`config.mk`:
```
export PLATFORM = sky130hd
export DESIGN_NAME = tendon_servo_angle_table_unit_flat
export DESIGN_NICKNAME = d
export VERILOG_FILES = /design/src/rtl/tsat_pkg.sv /design/src/rtl/tsat_if.sv /design/src/rtl/tsat_mul.sv /design/src/rtl/tsat_seq.sv /design/src/rtl/tendon_servo_angle_table_unit.sv /design/src/flat_wrapper.sv
export SDC_FILE = /design/constraint.sdc
export NUM_CORES = 2
export LEC_CHECK = 0
export ABC_AREA = 1
export BUFFER_PORTS_ARGS = -buffer_cell sky130_fd_sc_hd__buf_2
export CORE_ASPECT_RATIO = 0.6
export CORE_MARGIN = 5
export CORE_UTILIZATION = 28
export DETAILED_ROUTE_END_ITERATION = 8
export PLACE_DENSITY = 0.52
export SKIP_CTS_REPAIR_TIMING = 1
export SKIP_LAST_GASP = 1
export SLEW_MARGIN = 0
export SYNTH_ARGS = -nofsm -noshare
export SYNTH_HDL_FRONTEND = slang
export SYNTH_HIERARCHICAL = 1
export SYNTH_SLANG_ARGS = --single-unit
```
`constraint.sdc`:
```
create_clock -name clk -period 18.9 [get_ports clk]
set_input_delay 2.835 -clock clk [delete_from_list [all_inputs] [get_ports clk]]
set_output_delay 2.835 -clock clk [all_outputs]
set_load 0.1 [all_outputs]
```
`src/rtl/tsat_pkg.sv`:
```
package tsat_pkg;

    // defaults for the top level parameters
    localparam int MAX_SECTIONS_DEF = 3;
    localparam int FRAC_BITS_DEF    = 8;

    // field widths
    localparam int OP_W       = 2;
    localparam int SEC_W      = 2;
    localparam int CARD_W     = 2;
    localparam int ANG_W      = 19;
    localparam int CH_W       = 4;
    localparam int PULSE_W    = 12;
    localparam int TUNER_W    = 11;
    localparam int TUNER_FRAC = 8;
    localparam int CNT_W      = 2;

    // configuration port
    localparam int CFG_IDX_W  = 3;
    localparam int CFG_DATA_W = 12;

    // increments before saturation, and the shared multiplier
    localparam int INC_W  = 26;
    localparam int MUL_W  = 29;
    localparam int PROD_W = 2 * MUL_W;

    // reciprocal scaling: divide by 1..3 and by 180
    localparam int RECIP_SHIFT = 25;
    localparam int DEG_SHIFT   = 35;
    localparam logic [MUL_W-1:0] RECIP_1   = MUL_W'(2 ** RECIP_SHIFT);
    localparam logic [MUL_W-1:0] RECIP_2   = MUL_W'(2 ** (RECIP_SHIFT - 1));
    localparam logic [MUL_W-1:0] RECIP_3   = MUL_W'((2 ** RECIP_SHIFT + 1) / 3);
    localparam logic [MUL_W-1:0] RECIP_180 = MUL_W'(190887436);

    // register reset values
    localparam logic [CNT_W-1:0]          SECTION_COUNT_RST = CNT_W'(3);
    localparam logic signed [TUNER_W-1:0] CARD_TUNER_RST    = TUNER_W'(256);
    localparam logic signed [TUNER_W-1:0] SECTION_TUNER_RST = TUNER_W'(256);
    localparam logic [PULSE_W-1:0]        PULSE_MIN_RST     = PULSE_W'(150);
    localparam logic [PULSE_W-1:0]        PULSE_MAX_RST     = PULSE_W'(600);

    // saturation bounds on the widened sum
    localparam logic signed [INC_W:0] SUM_MAX = (INC_W+1)'(2 ** (ANG_W - 1) - 1);
    localparam logic signed [INC_W:0] SUM_MIN = -(INC_W+1)'(2 ** (ANG_W - 1));

    typedef enum logic [CFG_IDX_W-1:0] {
        CFG_SECTION_COUNT = 3'd0,
        CFG_CARD_TUNER    = 3'd1,
        CFG_SECTION_TUNER = 3'd2,
        CFG_PULSE_MIN     = 3'd3,
        CFG_PULSE_MAX     = 3'd4
    } cfg_idx_t;

    typedef enum logic [OP_W-1:0] {
        OP_PULL     = 2'd0,
        OP_SET_EMIT = 2'd1,
        OP_EMIT     = 2'd2,
        OP_READ     = 2'd3
    } op_t;

    typedef struct packed {
        logic [CNT_W-1:0]          section_count;
        logic signed [TUNER_W-1:0] card_tuner;
        logic signed [TUNER_W-1:0] section_tuner;
        logic [PULSE_W-1:0]        pulse_min;
        logic [PULSE_W-1:0]        pulse_max;
    } cfg_t;

    typedef struct packed {
        logic                    en;
        logic signed [MUL_W-1:0] a;
        logic signed [MUL_W-1:0] b;
    } mul_req_t;

    // angle plus increment, saturated to the angle range
    function automatic logic signed [ANG_W-1:0] sat_add(
        input logic signed [ANG_W-1:0] ang,
        input logic signed [INC_W-1:0] inc
    );
        logic signed [INC_W:0] sum;
        sum = {{(INC_W + 1 - ANG_W){ang[ANG_W-1]}}, ang} + {inc[INC_W-1], inc};
        if (sum > SUM_MAX)
            return SUM_MAX[ANG_W-1:0];
        else if (sum < SUM_MIN)
            return SUM_MIN[ANG_W-1:0];
        else
            return sum[ANG_W-1:0];
    endfunction

    // scaled reciprocal of a small divisor
    function automatic logic [MUL_W-1:0] recip(input logic [1:0] d);
        logic [MUL_W-1:0] r;
        unique case (d)
            2'd2:    r = RECIP_2;
            2'd3:    r = RECIP_3;
            default: r = RECIP_1;
        endcase
        return r;
    endfunction

endpackage

```
`src/rtl/tsat_if.sv`:
```
interface tsat_cmd_if;
    import tsat_pkg::*;

    logic                    valid;
    logic                    ready;
    logic [OP_W-1:0]         operation;
    logic [SEC_W-1:0]        section;
    logic [CARD_W-1:0]       card;
    logic signed [ANG_W-1:0] value;

    modport source (output valid, output operation, output section, output card,
                    output value, input ready);
    modport sink   (input valid, input operation, input section, input card,
                    input value, output ready);
endinterface

interface tsat_res_if;
    import tsat_pkg::*;

    logic                    valid;
    logic                    ready;
    logic [CH_W-1:0]         channel;
    logic [PULSE_W-1:0]      pulse;
    logic signed [ANG_W-1:0] angle_out;
    logic                    last;

    modport source (output valid, output channel, output pulse, output angle_out,
                    output last, input ready);
    modport sink   (input valid, input channel, input pulse, input angle_out,
                    input last, output ready);
endinterface

```
`src/rtl/tsat_mul.sv`:
```
module tsat_mul (
    input  logic                                 clk,
    input  tsat_pkg::mul_req_t                   req,
    output logic signed [tsat_pkg::PROD_W-1:0]   p
);
    import tsat_pkg::*;

    logic signed [PROD_W-1:0] p_reg;

    // registered signed product, held while not enabled
    always_ff @(posedge clk)
    begin
        if (req.en)
        begin
            p_reg <= req.a * req.b;
        end
    end

    assign p = p_reg;

endmodule

```
`src/rtl/tsat_seq.sv`:
```
module tsat_seq #(
    parameter int MAX_SECTIONS = tsat_pkg::MAX_SECTIONS_DEF,
    parameter int FRAC_BITS    = tsat_pkg::FRAC_BITS_DEF
) (
    input  logic                               clk,
    input  logic                               rst_n,
    tsat_cmd_if.sink                           cmd,
    tsat_res_if.source                         rsp,
    input  tsat_pkg::cfg_t                     cfg,
    output tsat_pkg::mul_req_t                 mul_req,
    input  logic signed [tsat_pkg::PROD_W-1:0] mul_p
);
    import tsat_pkg::*;

    localparam int DEPTH    = 4 * MAX_SECTIONS;
    localparam int IDX_W    = $clog2(DEPTH);
    localparam int USED_CAP = (MAX_SECTIONS > 3) ? 3 : MAX_SECTIONS;
    localparam int NUM_W    = ANG_W + 2;
    localparam int DEG_W    = ANG_W + 1;
    localparam logic [3:0] MAXS = 4'(MAX_SECTIONS);
    localparam logic signed [PROD_W-1:0] TUNER_BIAS = PROD_W'(2 ** (2 * TUNER_FRAC) - 1);

    typedef enum logic [4:0] {
        S_IDLE, S_SET, S_READ, S_PULL,
        S_EM_START, S_EM_M1, S_EM_M2, S_EM_OUT,
        S_LO_M1, S_LO_M2, S_LO_SH, S_LO_A0, S_LO_A1, S_LO_A2,
        S_UP_START, S_UP_M1, S_UP_A0, S_UP_M2, S_UP_A1, S_UP_A2
    } state_t;

    state_t                  state_reg, state_next;
    op_t                     op_reg, op_next;
    logic [SEC_W-1:0]        sec_reg, sec_next;
    logic [CARD_W-1:0]       card_reg, card_next;
    logic signed [ANG_W-1:0] value_reg, value_next;
    logic [1:0]              row_reg, row_next;
    logic [CH_W-1:0]         ch_reg, ch_next;
    logic                    sign_reg, sign_next;
    logic signed [INC_W-1:0] side_reg, side_next;
    logic                    ovalid_reg, ovalid_next;
    logic [CH_W-1:0]         ochan_reg, ochan_next;
    logic [PULSE_W-1:0]      opulse_reg, opulse_next;
    logic signed [ANG_W-1:0] oangle_reg, oangle_next;
    logic                    olast_reg, olast_next;

    logic signed [ANG_W-1:0] tbl_reg [DEPTH];

    logic                    tbl_we;
    logic [5:0]              widx_wide;
    logic [5:0]              ridx_wide;
    logic signed [ANG_W-1:0] wdata;
    logic signed [ANG_W-1:0] rd_ang;
    logic signed [INC_W-1:0] inc;
    logic                    use_set;

    logic [CNT_W-1:0]        used;
    logic [CH_W-1:0]         n_ch;
    logic [CARD_W-1:0]       cw;
    logic [CARD_W-1:0]       ccw;
    logic                    sec_ok;
    logic [SEC_W-1:0]        sec_m1;
    logic signed [NUM_W-1:0] num;
    logic [NUM_W-1:0]        num_abs;
    logic [PROD_W-1:0]       p_abs;
    logic                    p_neg;
    logic [INC_W-2:0]        q_div;
    logic signed [INC_W-1:0] q_pos;
    logic signed [INC_W-1:0] share;
    logic signed [INC_W-1:0] side_now;
    logic signed [PROD_W-1:0] p_bias;
    logic signed [DEG_W-1:0] ang_b;
    logic signed [DEG_W-1:0] deg;
    logic signed [PULSE_W:0] diff;
    logic [22:0]             q_deg;
    logic signed [23:0]      xs;
    logic signed [23:0]      x;
    logic signed [23:0]      lo_s;
    logic signed [23:0]      hi_s;
    logic [PULSE_W-1:0]      pulse_calc;
    logic                    out_free;
    logic                    load_emit;
    logic [2:0]              row_p1;
    logic [1:0]              recip_d;

    // sections in use and neighbor cards
    assign used   = ({1'b0, cfg.section_count} > 3'(USED_CAP)) ? CNT_W'(USED_CAP)
                                                               : cfg.section_count;
    assign n_ch   = {used, 2'b00};
    assign cw     = card_reg + 2'd3;
    assign ccw    = card_reg + 2'd1;
    assign sec_ok = (sec_reg != '0) && ({2'b00, sec_reg} <= MAXS);
    assign sec_m1 = sec_reg - 2'd1;
    assign row_p1 = {1'b0, row_reg} + 3'd1;
    assign recip_d = row_p1[1:0];

    // pulled share numerator: value times section
    assign num = (sec_reg[1] ? {{1{value_reg[ANG_W-1]}}, value_reg, 1'b0} : '0)
               + (sec_reg[0] ? {{2{value_reg[ANG_W-1]}}, value_reg} : '0);
    assign num_abs = num[NUM_W-1] ? -num : num;

    // product magnitude and reciprocal quotient
    assign p_neg  = mul_p[PROD_W-1];
    assign p_abs  = p_neg ? -mul_p : mul_p;
    assign q_div  = mul_p[RECIP_SHIFT + INC_W - 2:RECIP_SHIFT];
    assign q_pos  = {1'b0, q_div};
    assign share  = num[NUM_W-1] ? -q_pos : q_pos;
    assign side_now = sign_reg ? -q_pos : q_pos;
    assign p_bias = (mul_p + (p_neg ? TUNER_BIAS : PROD_W'(0))) >>> (2 * TUNER_FRAC);

    // table read port
    assign rd_ang = tbl_reg[ridx_wide[IDX_W-1:0]];

    // angle to whole degrees, truncated toward zero
    assign ang_b = {rd_ang[ANG_W-1], rd_ang}
                 + (rd_ang[ANG_W-1] ? DEG_W'(2 ** FRAC_BITS - 1) : '0);
    assign deg   = ang_b >>> FRAC_BITS;
    assign diff  = $signed({1'b0, cfg.pulse_max}) - $signed({1'b0, cfg.pulse_min});

    // degree scaling by 180, offset and clamp
    assign q_deg = mul_p[DEG_SHIFT + 22:DEG_SHIFT];
    assign xs    = sign_reg ? -$signed({1'b0, q_deg}) : $signed({1'b0, q_deg});
    assign lo_s  = $signed({12'b0, cfg.pulse_min});
    assign hi_s  = $signed({12'b0, cfg.pulse_max});
    assign x     = xs + lo_s;

    always_comb
    begin
        if (x < lo_s)
            pulse_calc = cfg.pulse_min;
        else if (x > hi_s)
            pulse_calc = cfg.pulse_max;
        else
            pulse_calc = x[PULSE_W-1:0];
    end

    assign out_free = !ovalid_reg || rsp.ready;
    assign use_set  = (state_reg == S_SET);
    assign wdata    = use_set ? value_reg : sat_add(rd_ang, inc);

    // sequencer
    always_comb
    begin
        state_next  = state_reg;
        op_next     = op_reg;
        sec_next    = sec_reg;
        card_next   = card_reg;
        value_next  = value_reg;
        row_next    = row_reg;
        ch_next     = ch_reg;
        sign_next   = sign_reg;
        side_next   = side_reg;
        ovalid_next = ovalid_reg && !rsp.ready;
        ochan_next  = ochan_reg;
        opulse_next = opulse_reg;
        oangle_next = oangle_reg;
        olast_next  = olast_reg;
        mul_req     = '0;
        tbl_we      = 1'b0;
        widx_wide   = {2'b00, row_reg, card_reg};
        ridx_wide   = {2'b00, row_reg, card_reg};
        inc         = '0;
        load_emit   = 1'b0;
        cmd.ready   = 1'b0;

        unique case (state_reg)
            S_IDLE:
            begin
                cmd.ready = 1'b1;
                if (cmd.valid)
                begin
                    op_next    = op_t'(cmd.operation);
                    sec_next   = cmd.section;
                    card_next  = cmd.card;
                    value_next = cmd.value;
                    unique case (op_t'(cmd.operation))
                        OP_PULL:     state_next = S_PULL;
                        OP_SET_EMIT: state_next = S_SET;
                        OP_EMIT:     state_next = S_EM_START;
                        OP_READ:     state_next = S_READ;
                        default:     state_next = S_IDLE;
                    endcase
                end
            end

            S_SET:
            begin
                widx_wide = {2'b00, sec_m1, card_reg};
                tbl_we    = sec_ok;
                state_next = S_EM_START;
            end

            S_READ:
            begin
                ridx_wide = {2'b00, sec_m1, card_reg};
                if (out_free)
                begin
                    ovalid_next = 1'b1;
                    ochan_next  = (sec_reg == '0) ? '0 : {sec_m1, card_reg};
                    opulse_next = '0;
                    oangle_next = sec_ok ? rd_ang : '0;
                    olast_next  = 1'b1;
                    state_next  = S_IDLE;
                end
            end

            S_PULL:
            begin
                row_next = '0;
                if (sec_reg == '0)
                    state_next = S_IDLE;
                else if (sec_reg > 2'd1)
                    state_next = S_LO_M1;
                else
                    state_next = S_UP_START;
            end

            // rows below the pulled section: shared side term first
            S_LO_M1:
            begin
                mul_req.en = 1'b1;
                mul_req.a  = {{(MUL_W - TUNER_W){cfg.card_tuner[TUNER_W-1]}}, cfg.card_tuner};
                mul_req.b  = {{(MUL_W - TUNER_W){cfg.section_tuner[TUNER_W-1]}},
                              cfg.section_tuner};
                state_next = S_LO_M2;
            end

            S_LO_M2:
            begin
                mul_req.en = 1'b1;
                mul_req.a  = mul_p[MUL_W-1:0];
                mul_req.b  = {{(MUL_W - ANG_W){value_reg[ANG_W-1]}}, value_reg};
                state_next = S_LO_SH;
            end

            S_LO_SH:
            begin
                side_next  = p_bias[INC_W-1:0];
                state_next = S_LO_A0;
            end

            S_LO_A0:
            begin
                tbl_we     = 1'b1;
                inc        = {{(INC_W - ANG_W){value_reg[ANG_W-1]}}, value_reg};
                state_next = S_LO_A1;
            end

            S_LO_A1:
            begin
                widx_wide  = {2'b00, row_reg, cw};
                ridx_wide  = {2'b00, row_reg, cw};
                tbl_we     = 1'b1;
                inc        = side_reg;
                state_next = S_LO_A2;
            end

            S_LO_A2:
            begin
                widx_wide = {2'b00, row_reg, ccw};
                ridx_wide = {2'b00, row_reg, ccw};
                tbl_we    = 1'b1;
                inc       = side_reg;
                if ((row_p1 + 3'd1 < {1'b0, sec_reg}) && ({1'b0, row_p1} < MAXS))
                begin
                    row_next   = row_p1[1:0];
                    state_next = S_LO_A0;
                end
                else
                begin
                    state_next = S_UP_START;
                end
            end

            // pulled section and the ones above it
            S_UP_START:
            begin
                row_next = sec_m1;
                if (sec_m1 < used)
                    state_next = S_UP_M1;
                else
                    state_next = S_IDLE;
            end

            S_UP_M1:
            begin
                mul_req.en = 1'b1;
                mul_req.a  = {{(MUL_W - NUM_W){1'b0}}, num_abs};
                mul_req.b  = recip(recip_d);
                state_next = S_UP_A0;
            end

            S_UP_A0:
            begin
                tbl_we     = 1'b1;
                inc        = share;
                mul_req.en = 1'b1;
                mul_req.a  = {{(MUL_W - TUNER_W){cfg.card_tuner[TUNER_W-1]}}, cfg.card_tuner};
                mul_req.b  = {{(MUL_W - NUM_W){num[NUM_W-1]}}, num};
                state_next = S_UP_M2;
            end

            S_UP_M2:
            begin
                sign_next  = p_neg;
                mul_req.en = 1'b1;
                mul_req.a  = p_abs[MUL_W + TUNER_FRAC - 1:TUNER_FRAC];
                mul_req.b  = recip(recip_d);
                state_next = S_UP_A1;
            end

            S_UP_A1:
            begin
                widx_wide  = {2'b00, row_reg, cw};
                ridx_wide  = {2'b00, row_reg, cw};
                tbl_we     = 1'b1;
                inc        = side_now;
                side_next  = side_now;
                state_next = S_UP_A2;
            end

            S_UP_A2:
            begin
                widx_wide = {2'b00, row_reg, ccw};
                ridx_wide = {2'b00, row_reg, ccw};
                tbl_we    = 1'b1;
                inc       = side_reg;
                if (row_p1 < {1'b0, used})
                begin
                    row_next   = row_p1[1:0];
                    state_next = S_UP_M1;
                end
                else
                begin
                    state_next = S_IDLE;
                end
            end

            // pulse emission, one channel at a time
            S_EM_START:
            begin
                ch_next = '0;
                if (used == '0)
                    state_next = S_IDLE;
                else
                    state_next = S_EM_M1;
            end

            S_EM_M1:
            begin
                ridx_wide  = {2'b00, ch_reg};
                mul_req.en = 1'b1;
                mul_req.a  = {{(MUL_W - DEG_W){deg[DEG_W-1]}}, deg};
                mul_req.b  = {{(MUL_W - PULSE_W - 1){diff[PULSE_W]}}, diff};
                state_next = S_EM_M2;
            end

            S_EM_M2:
            begin
                sign_next  = p_neg;
                mul_req.en = 1'b1;
                mul_req.a  = p_abs[MUL_W-1:0];
                mul_req.b  = RECIP_180;
                state_next = S_EM_OUT;
            end

            S_EM_OUT:
            begin
                if (out_free)
                begin
                    load_emit   = 1'b1;
                    ovalid_next = 1'b1;
                    ochan_next  = ch_reg;
                    opulse_next = pulse_calc;
                    oangle_next = '0;
                    olast_next  = (ch_reg == n_ch - 4'd1);
                    if (ch_reg == n_ch - 4'd1)
                    begin
                        state_next = S_IDLE;
                    end
                    else
                    begin
                        ch_next    = ch_reg + 4'd1;
                        state_next = S_EM_M1;
                    end
                end
            end

            default:
            begin
                state_next = S_IDLE;
            end
        endcase
    end

    // state and output register
    always_ff @(posedge clk or negedge rst_n)
    begin
        if (!rst_n)
        begin
            state_reg  <= S_IDLE;
            op_reg     <= OP_PULL;
            sec_reg    <= '0;
            card_reg   <= '0;
            value_reg  <= '0;
            row_reg    <= '0;
            ch_reg     <= '0;
            sign_reg   <= 1'b0;
            side_reg   <= '0;
            ovalid_reg <= 1'b0;
            ochan_reg  <= '0;
            opulse_reg <= '0;
            oangle_reg <= '0;
            olast_reg  <= 1'b0;
        end
        else
        begin
            state_reg  <= state_next;
            op_reg     <= op_next;
            sec_reg    <= sec_next;
            card_reg   <= card_next;
            value_reg  <= value_next;
            row_reg    <= row_next;
            ch_reg     <= ch_next;
            sign_reg   <= sign_next;
            side_reg   <= side_next;
            ovalid_reg <= ovalid_next;
            ochan_reg  <= ochan_next;
            opulse_reg <= opulse_next;
            oangle_reg <= oangle_next;
            olast_reg  <= olast_next;
        end
    end

    // angle table, cleared by reset
    always_ff @(posedge clk or negedge rst_n)
    begin
        if (!rst_n)
        begin
            for (int i = 0; i < DEPTH; i++)
            begin
                tbl_reg[i] <= '0;
            end
        end
        else if (tbl_we)
        begin
            tbl_reg[widx_wide[IDX_W-1:0]] <= wdata;
        end
    end

    assign rsp.valid     = ovalid_reg;
    assign rsp.channel   = ochan_reg;
    assign rsp.pulse     = opulse_reg;
    assign rsp.angle_out = oangle_reg;
    assign rsp.last      = olast_reg;

`ifndef ASSERT_OFF
    a_tbl_idx: assert property (@(posedge clk) disable iff (!rst_n)
        tbl_we |-> (widx_wide < 6'(DEPTH)))
        else $error("table write outside the table");

    a_em_ch: assert property (@(posedge clk) disable iff (!rst_n)
        (state_reg == S_EM_M1 || state_reg == S_EM_M2 || state_reg == S_EM_OUT)
        |-> (ch_reg < n_ch))
        else $error("emit channel beyond the sections in use");

    a_up_row: assert property (@(posedge clk) disable iff (!rst_n)
        (state_reg == S_UP_M1 || state_reg == S_UP_A0 || state_reg == S_UP_A2)
        |-> ({1'b0, row_reg} < {1'b0, used}))
        else $error("pull row beyond the sections in use");

    a_pulse_rng: assert property (@(posedge clk) disable iff (!rst_n)
        load_emit |-> ((pulse_calc >= cfg.pulse_min && pulse_calc <= cfg.pulse_max)
                       || pulse_calc == cfg.pulse_min || pulse_calc == cfg.pulse_max))
        else $error("pulse outside the clamp range");

    a_pull_quiet: assert property (@(posedge clk) disable iff (!rst_n)
        (state_reg == S_PULL || state_reg == S_LO_A0 || state_reg == S_UP_A0)
        |=> !(ovalid_reg && !$past(ovalid_reg)))
        else $error("pull produced a result");
`endif

endmodule

```
`src/rtl/tendon_servo_angle_table_unit.sv`:
```
// channel  dir  handshake      payload
// cmd      in   valid/ready    operation, section, card, value
// rsp      out  valid/ready    channel, pulse, angle_out, last
// cfg      in   cfg_we         cfg_index, cfg_data
//
// one command at a time through a sequencer around one registered multiplier
// pull: when rows lie below, the side term is formed first and each lower row is updated,
// then each row from the pulled one up is updated in turn
// emit: one pulse per channel, 4 channels per section in use; set writes the angle first
// read back returns the stored angle; output stalls hold the sequencer in its output state
// reset clears the angle table and loads the register defaults
module tendon_servo_angle_table_unit #(
    parameter int MAX_SECTIONS = tsat_pkg::MAX_SECTIONS_DEF,
    parameter int FRAC_BITS    = tsat_pkg::FRAC_BITS_DEF
) (
    input  logic                              clk,
    input  logic                              rst_n,
    tsat_cmd_if.sink                          cmd,
    tsat_res_if.source                        rsp,
    input  logic                              cfg_we,
    input  logic [tsat_pkg::CFG_IDX_W-1:0]    cfg_index,
    input  logic [tsat_pkg::CFG_DATA_W-1:0]   cfg_data
);
    import tsat_pkg::*;

    cfg_t                     cfg_reg, cfg_next;
    mul_req_t                 mul_req;
    logic signed [PROD_W-1:0] mul_p;

    // configuration register writes
    always_comb
    begin
        cfg_next = cfg_reg;
        if (cfg_we)
        begin
            unique case (cfg_idx_t'(cfg_index))
                CFG_SECTION_COUNT: cfg_next.section_count = cfg_data[CNT_W-1:0];
                CFG_CARD_TUNER:    cfg_next.card_tuner    = cfg_data[TUNER_W-1:0];
                CFG_SECTION_TUNER: cfg_next.section_tuner = cfg_data[TUNER_W-1:0];
                CFG_PULSE_MIN:     cfg_next.pulse_min     = cfg_data[PULSE_W-1:0];
                CFG_PULSE_MAX:     cfg_next.pulse_max     = cfg_data[PULSE_W-1:0];
                default:           cfg_next = cfg_reg;
            endcase
        end
    end

    always_ff @(posedge clk or negedge rst_n)
    begin
        if (!rst_n)
        begin
            cfg_reg.section_count <= SECTION_COUNT_RST;
            cfg_reg.card_tuner    <= CARD_TUNER_RST;
            cfg_reg.section_tuner <= SECTION_TUNER_RST;
            cfg_reg.pulse_min     <= PULSE_MIN_RST;
            cfg_reg.pulse_max     <= PULSE_MAX_RST;
        end
        else
        begin
            cfg_reg <= cfg_next;
        end
    end

    // shared multiplier
    tsat_mul u_mul (
        .clk (clk),
        .req (mul_req),
        .p   (mul_p)
    );

    // sequencer and angle table
    tsat_seq #(
        .MAX_SECTIONS (MAX_SECTIONS),
        .FRAC_BITS    (FRAC_BITS)
    ) u_seq (
        .clk     (clk),
        .rst_n   (rst_n),
        .cmd     (cmd),
        .rsp     (rsp),
        .cfg     (cfg_reg),
        .mul_req (mul_req),
        .mul_p   (mul_p)
    );

endmodule
```
`src/flat_wrapper.sv`:
```
// flat-port wrapper written by rule: the top's interface ports become plain ports
module tendon_servo_angle_table_unit_flat import tsat_pkg::*;
#(
    parameter int MAX_SECTIONS = tsat_pkg::MAX_SECTIONS_DEF,
    parameter int FRAC_BITS    = tsat_pkg::FRAC_BITS_DEF
)
  (clk, rst_n, cfg_we, cfg_index, cfg_data, cmd_valid, cmd_operation, cmd_section, cmd_card, cmd_value, cmd_ready, rsp_valid, rsp_channel, rsp_pulse, rsp_angle_out, rsp_last, rsp_ready);
  tsat_cmd_if cmd_i ();
  tsat_res_if rsp_i ();
  input  logic clk;
  input  logic rst_n;
  input  logic cfg_we;
  input  logic [tsat_pkg::CFG_IDX_W-1:0] cfg_index;
  input  logic [tsat_pkg::CFG_DATA_W-1:0] cfg_data;
  input wire logic [$bits(cmd_i.valid)-1:0] cmd_valid;
  input wire logic [$bits(cmd_i.operation)-1:0] cmd_operation;
  input wire logic [$bits(cmd_i.section)-1:0] cmd_section;
  input wire logic [$bits(cmd_i.card)-1:0] cmd_card;
  input wire logic [$bits(cmd_i.value)-1:0] cmd_value;
  output wire logic [$bits(cmd_i.ready)-1:0] cmd_ready;
  output wire logic [$bits(rsp_i.valid)-1:0] rsp_valid;
  output wire logic [$bits(rsp_i.channel)-1:0] rsp_channel;
  output wire logic [$bits(rsp_i.pulse)-1:0] rsp_pulse;
  output wire logic [$bits(rsp_i.angle_out)-1:0] rsp_angle_out;
  output wire logic [$bits(rsp_i.last)-1:0] rsp_last;
  input wire logic [$bits(rsp_i.ready)-1:0] rsp_ready;
  assign cmd_i.valid = cmd_valid;
  assign cmd_i.operation = cmd_operation;
  assign cmd_i.section = cmd_section;
  assign cmd_i.card = cmd_card;
  assign cmd_i.value = cmd_value;
  assign cmd_ready = cmd_i.ready;
  assign rsp_valid = rsp_i.valid;
  assign rsp_channel = rsp_i.channel;
  assign rsp_pulse = rsp_i.pulse;
  assign rsp_angle_out = rsp_i.angle_out;
  assign rsp_last = rsp_i.last;
  assign rsp_i.ready = rsp_ready;
  tendon_servo_angle_table_unit #(.MAX_SECTIONS(MAX_SECTIONS), .FRAC_BITS(FRAC_BITS)) u_core (.clk(clk), .rst_n(rst_n), .cmd(cmd_i), .rsp(rsp_i), .cfg_we(cfg_we), .cfg_index(cfg_index), .cfg_data(cfg_data));
endmodule
```
==> results.md <==
* Status: complete, no violations
* Worst-Margin Slew at 1.37 ns
* Antenna violations before repair at 10
* Cell mode on critical path: nand2_1
* Wire length per cell at 21.6 µm
* Final Net Count at 10,100
* Post-Route WL at 256,000 µm
* Critical Path RT at 19.28 ns
* WS Path Type: register to register
* Total Routing Usage GR at 21.0%
* Vias in the first global route at 57,000
* Post-synth EDFFs at 58
* Final Max Tran Viols at 0
* DP HPWL at 197,000 µm
* Fillers at 24,800
* CTS Buf Count at 44
* RePlAce Congestion at 0.985
* CTS root buf: clkbuf_16
* Area after DPL at 68,100 µm²
* Setup violators final at 0
* Worst Setup Start Kind: register
* Synth Register Bits at 432
* Final worst path period need at 14.57 ns
* Buffers and inverters on the worst path at 11
* WP data arrival at 14.95 ns
* Antenna Nets Post-Route at 0
* Max FO, Critical Path at 92
* Commonest non-fill, non-tap cell in the layout: nand2_1
* Die Wd at 630 µm
* Largest register FFs at 228
* Yosys cell types at 69
* Utilization after layout at 30.4%
* Most frequent cells in the layout: nand2_1 (2,618), inv_1 (2,063), fa_1 (906), nand3_1 (622), nor2_1 (443)
* Mapped cell area at 64,500 µm²
* Setup slack, reg-to-reg at 4.33 ns
* Worst setup EP type: register
* Syn nets at 10,200
* Cell Rows at 136
* Synth async-reset ratio at 86.6%
* Vias/cell at 4.92
* First DRT Iteration DRCs at 6,785
* Global-route wire length before repair at 384,000 µm
* 1st-pass router iterations at 8
* CP max stage delay at 0.91 ns
* Die Height at 382 µm
* H-tree levels at 2
* Die area at 241,000 µm²
* CTS tree: built
* Post-synthesis sequential area ratio at 17.2%
* Port Buf Inserts at 82
* Worst relative slew slack at 7.85%
* Slowest CP cell: a31oi_1
* Clk buf depth at 3
* Design Area, Final at 69,700 µm²
* Largest delay share family, worst path: adder cells
* Ys Warns at 6
* Cells after Synth at 8,968
* Clk_lat worst skew at 0.67 ns
* Avg Inst Size Synth at 7.20 µm²
* # IOs at 83
* Fin. Hold Viols at 0
* Clock transition at path regs at 0.08 ns
* DR vias at 58,500
* P&R area growth vs syn at 7.98%
* Proportion of layout cells with a drive suffix above 1 at 4.84%
* Setup tns final at 0 ns
* Final Skew at 0.0538 ns
* Drt drc at 0
* Max Clk Rate at 0.0686 GHz
* Remaining global-route overflow at 0
* Core area at 229,000 µm²
* RSZ-0062 raised after global routing: false
* Initial Utilization at 28.2%
* Pin count of the biggest net entering global routing at 127
* Fin crit share at 77.1%
* Number of max-cap violations at 0
* Clock Sinks at 432
* Hold crit path type: register to register
* Top_reg_cell synth: dfrtp_1
[through the flow]
step	std cells	hold slack, ns	setup slack [ns]
final	11900	0.472	4.33
after global routing	11900	0.486	3.48
after CTS	11900	0.472	4.63
after detailed placement	11800	0.459	4.69
after global placement	11800	0.459	4.80
after floorplan	8968	0.440	7.95
[synthesized netlist by cell type, types with 53 or more instances]
library cell  count  area share [%]
a21oi_1         272             2.1
fa_1            906              28
nor2_1          455             2.6
xor2_1          116             1.6
ha_1            304             5.9
buf_1            68            0.40
clkbuf_1        248             1.4
o21ai_0         235             1.8
nand3_1         624             4.8
nor3_1           53            0.41
inv_1          2065              12
nand2_1        2627              15
edfxtp_1         58             2.7
dfrtp_1         362              14
[path summary, 6_finish.rpt]
kind	cells past startpoint	endpoint	from
max in group asynchronous	3	u_core/u_seq/side_reg[21]$_DFFE_PN0P_	rst_n
min in group asynchronous	1	u_core/u_seq/tbl_reg[97]$_DFFE_PN0P_	rst_n
hold / removal	2	u_core/cfg_reg[32]$_DFFE_PN1P_	u_core/cfg_reg[32]$_DFFE_PN1P_
setup reg to reg	48	u_core/u_mul/p[49]$_DFFE_PP_	u_core/u_seq/state_reg[3]$_DFFE_PN0P_
hold reg to reg	2	u_core/cfg_reg[32]$_DFFE_PN1P_	u_core/cfg_reg[32]$_DFFE_PN1P_
setup / recovery	48	u_core/u_mul/p[49]$_DFFE_PP_	u_core/u_seq/state_reg[3]$_DFFE_PN0P_
[area by class of cell]
type	instances	area [µm²]	share of cell area (%)
Clock inverter	22	304	0.436
Inverter	2095	7860	11.3
Antenna cell	4	10.0	0.0144
Clock buffer	59	1240	1.78
Tap cell	3036	3800	5.45
Timing Repair Buffer	192	1260	1.81
Sequential cell	432	11100	15.9
Multi-Input combinational cell	6055	44100	63.3
[layer usage]
metal  vias to the layer above  routed length [µm]  GRT usage, %
li1                      26500                   -             -
met4                         4                3210          2.48
met1                     29200              129000          34.2
met5                         -                  22             0
met2                      2596               94900          27.3
met3                       208               29600          6.04
[worst min-delay path: stages (launching register included)]
cell     delay (ns)
dfstp_2        0.37
nand2_1        0.06
nand2_1        0.05
[cell families after synthesis]
family	synth area share, %
AND/OR/NAND/NOR	25.1
buffers and inverters	14.7
adder cells (fa/ha/maj)	34.0
AO/OA/AOI/OAI	6.86
flip-flops	17.2
XOR/XNOR	2.00
multiplexers	0.0678
Power is left out: the tool's default activity adds up to more than one toggle a clock period on the data nets, which glitch-free logic cannot reach.
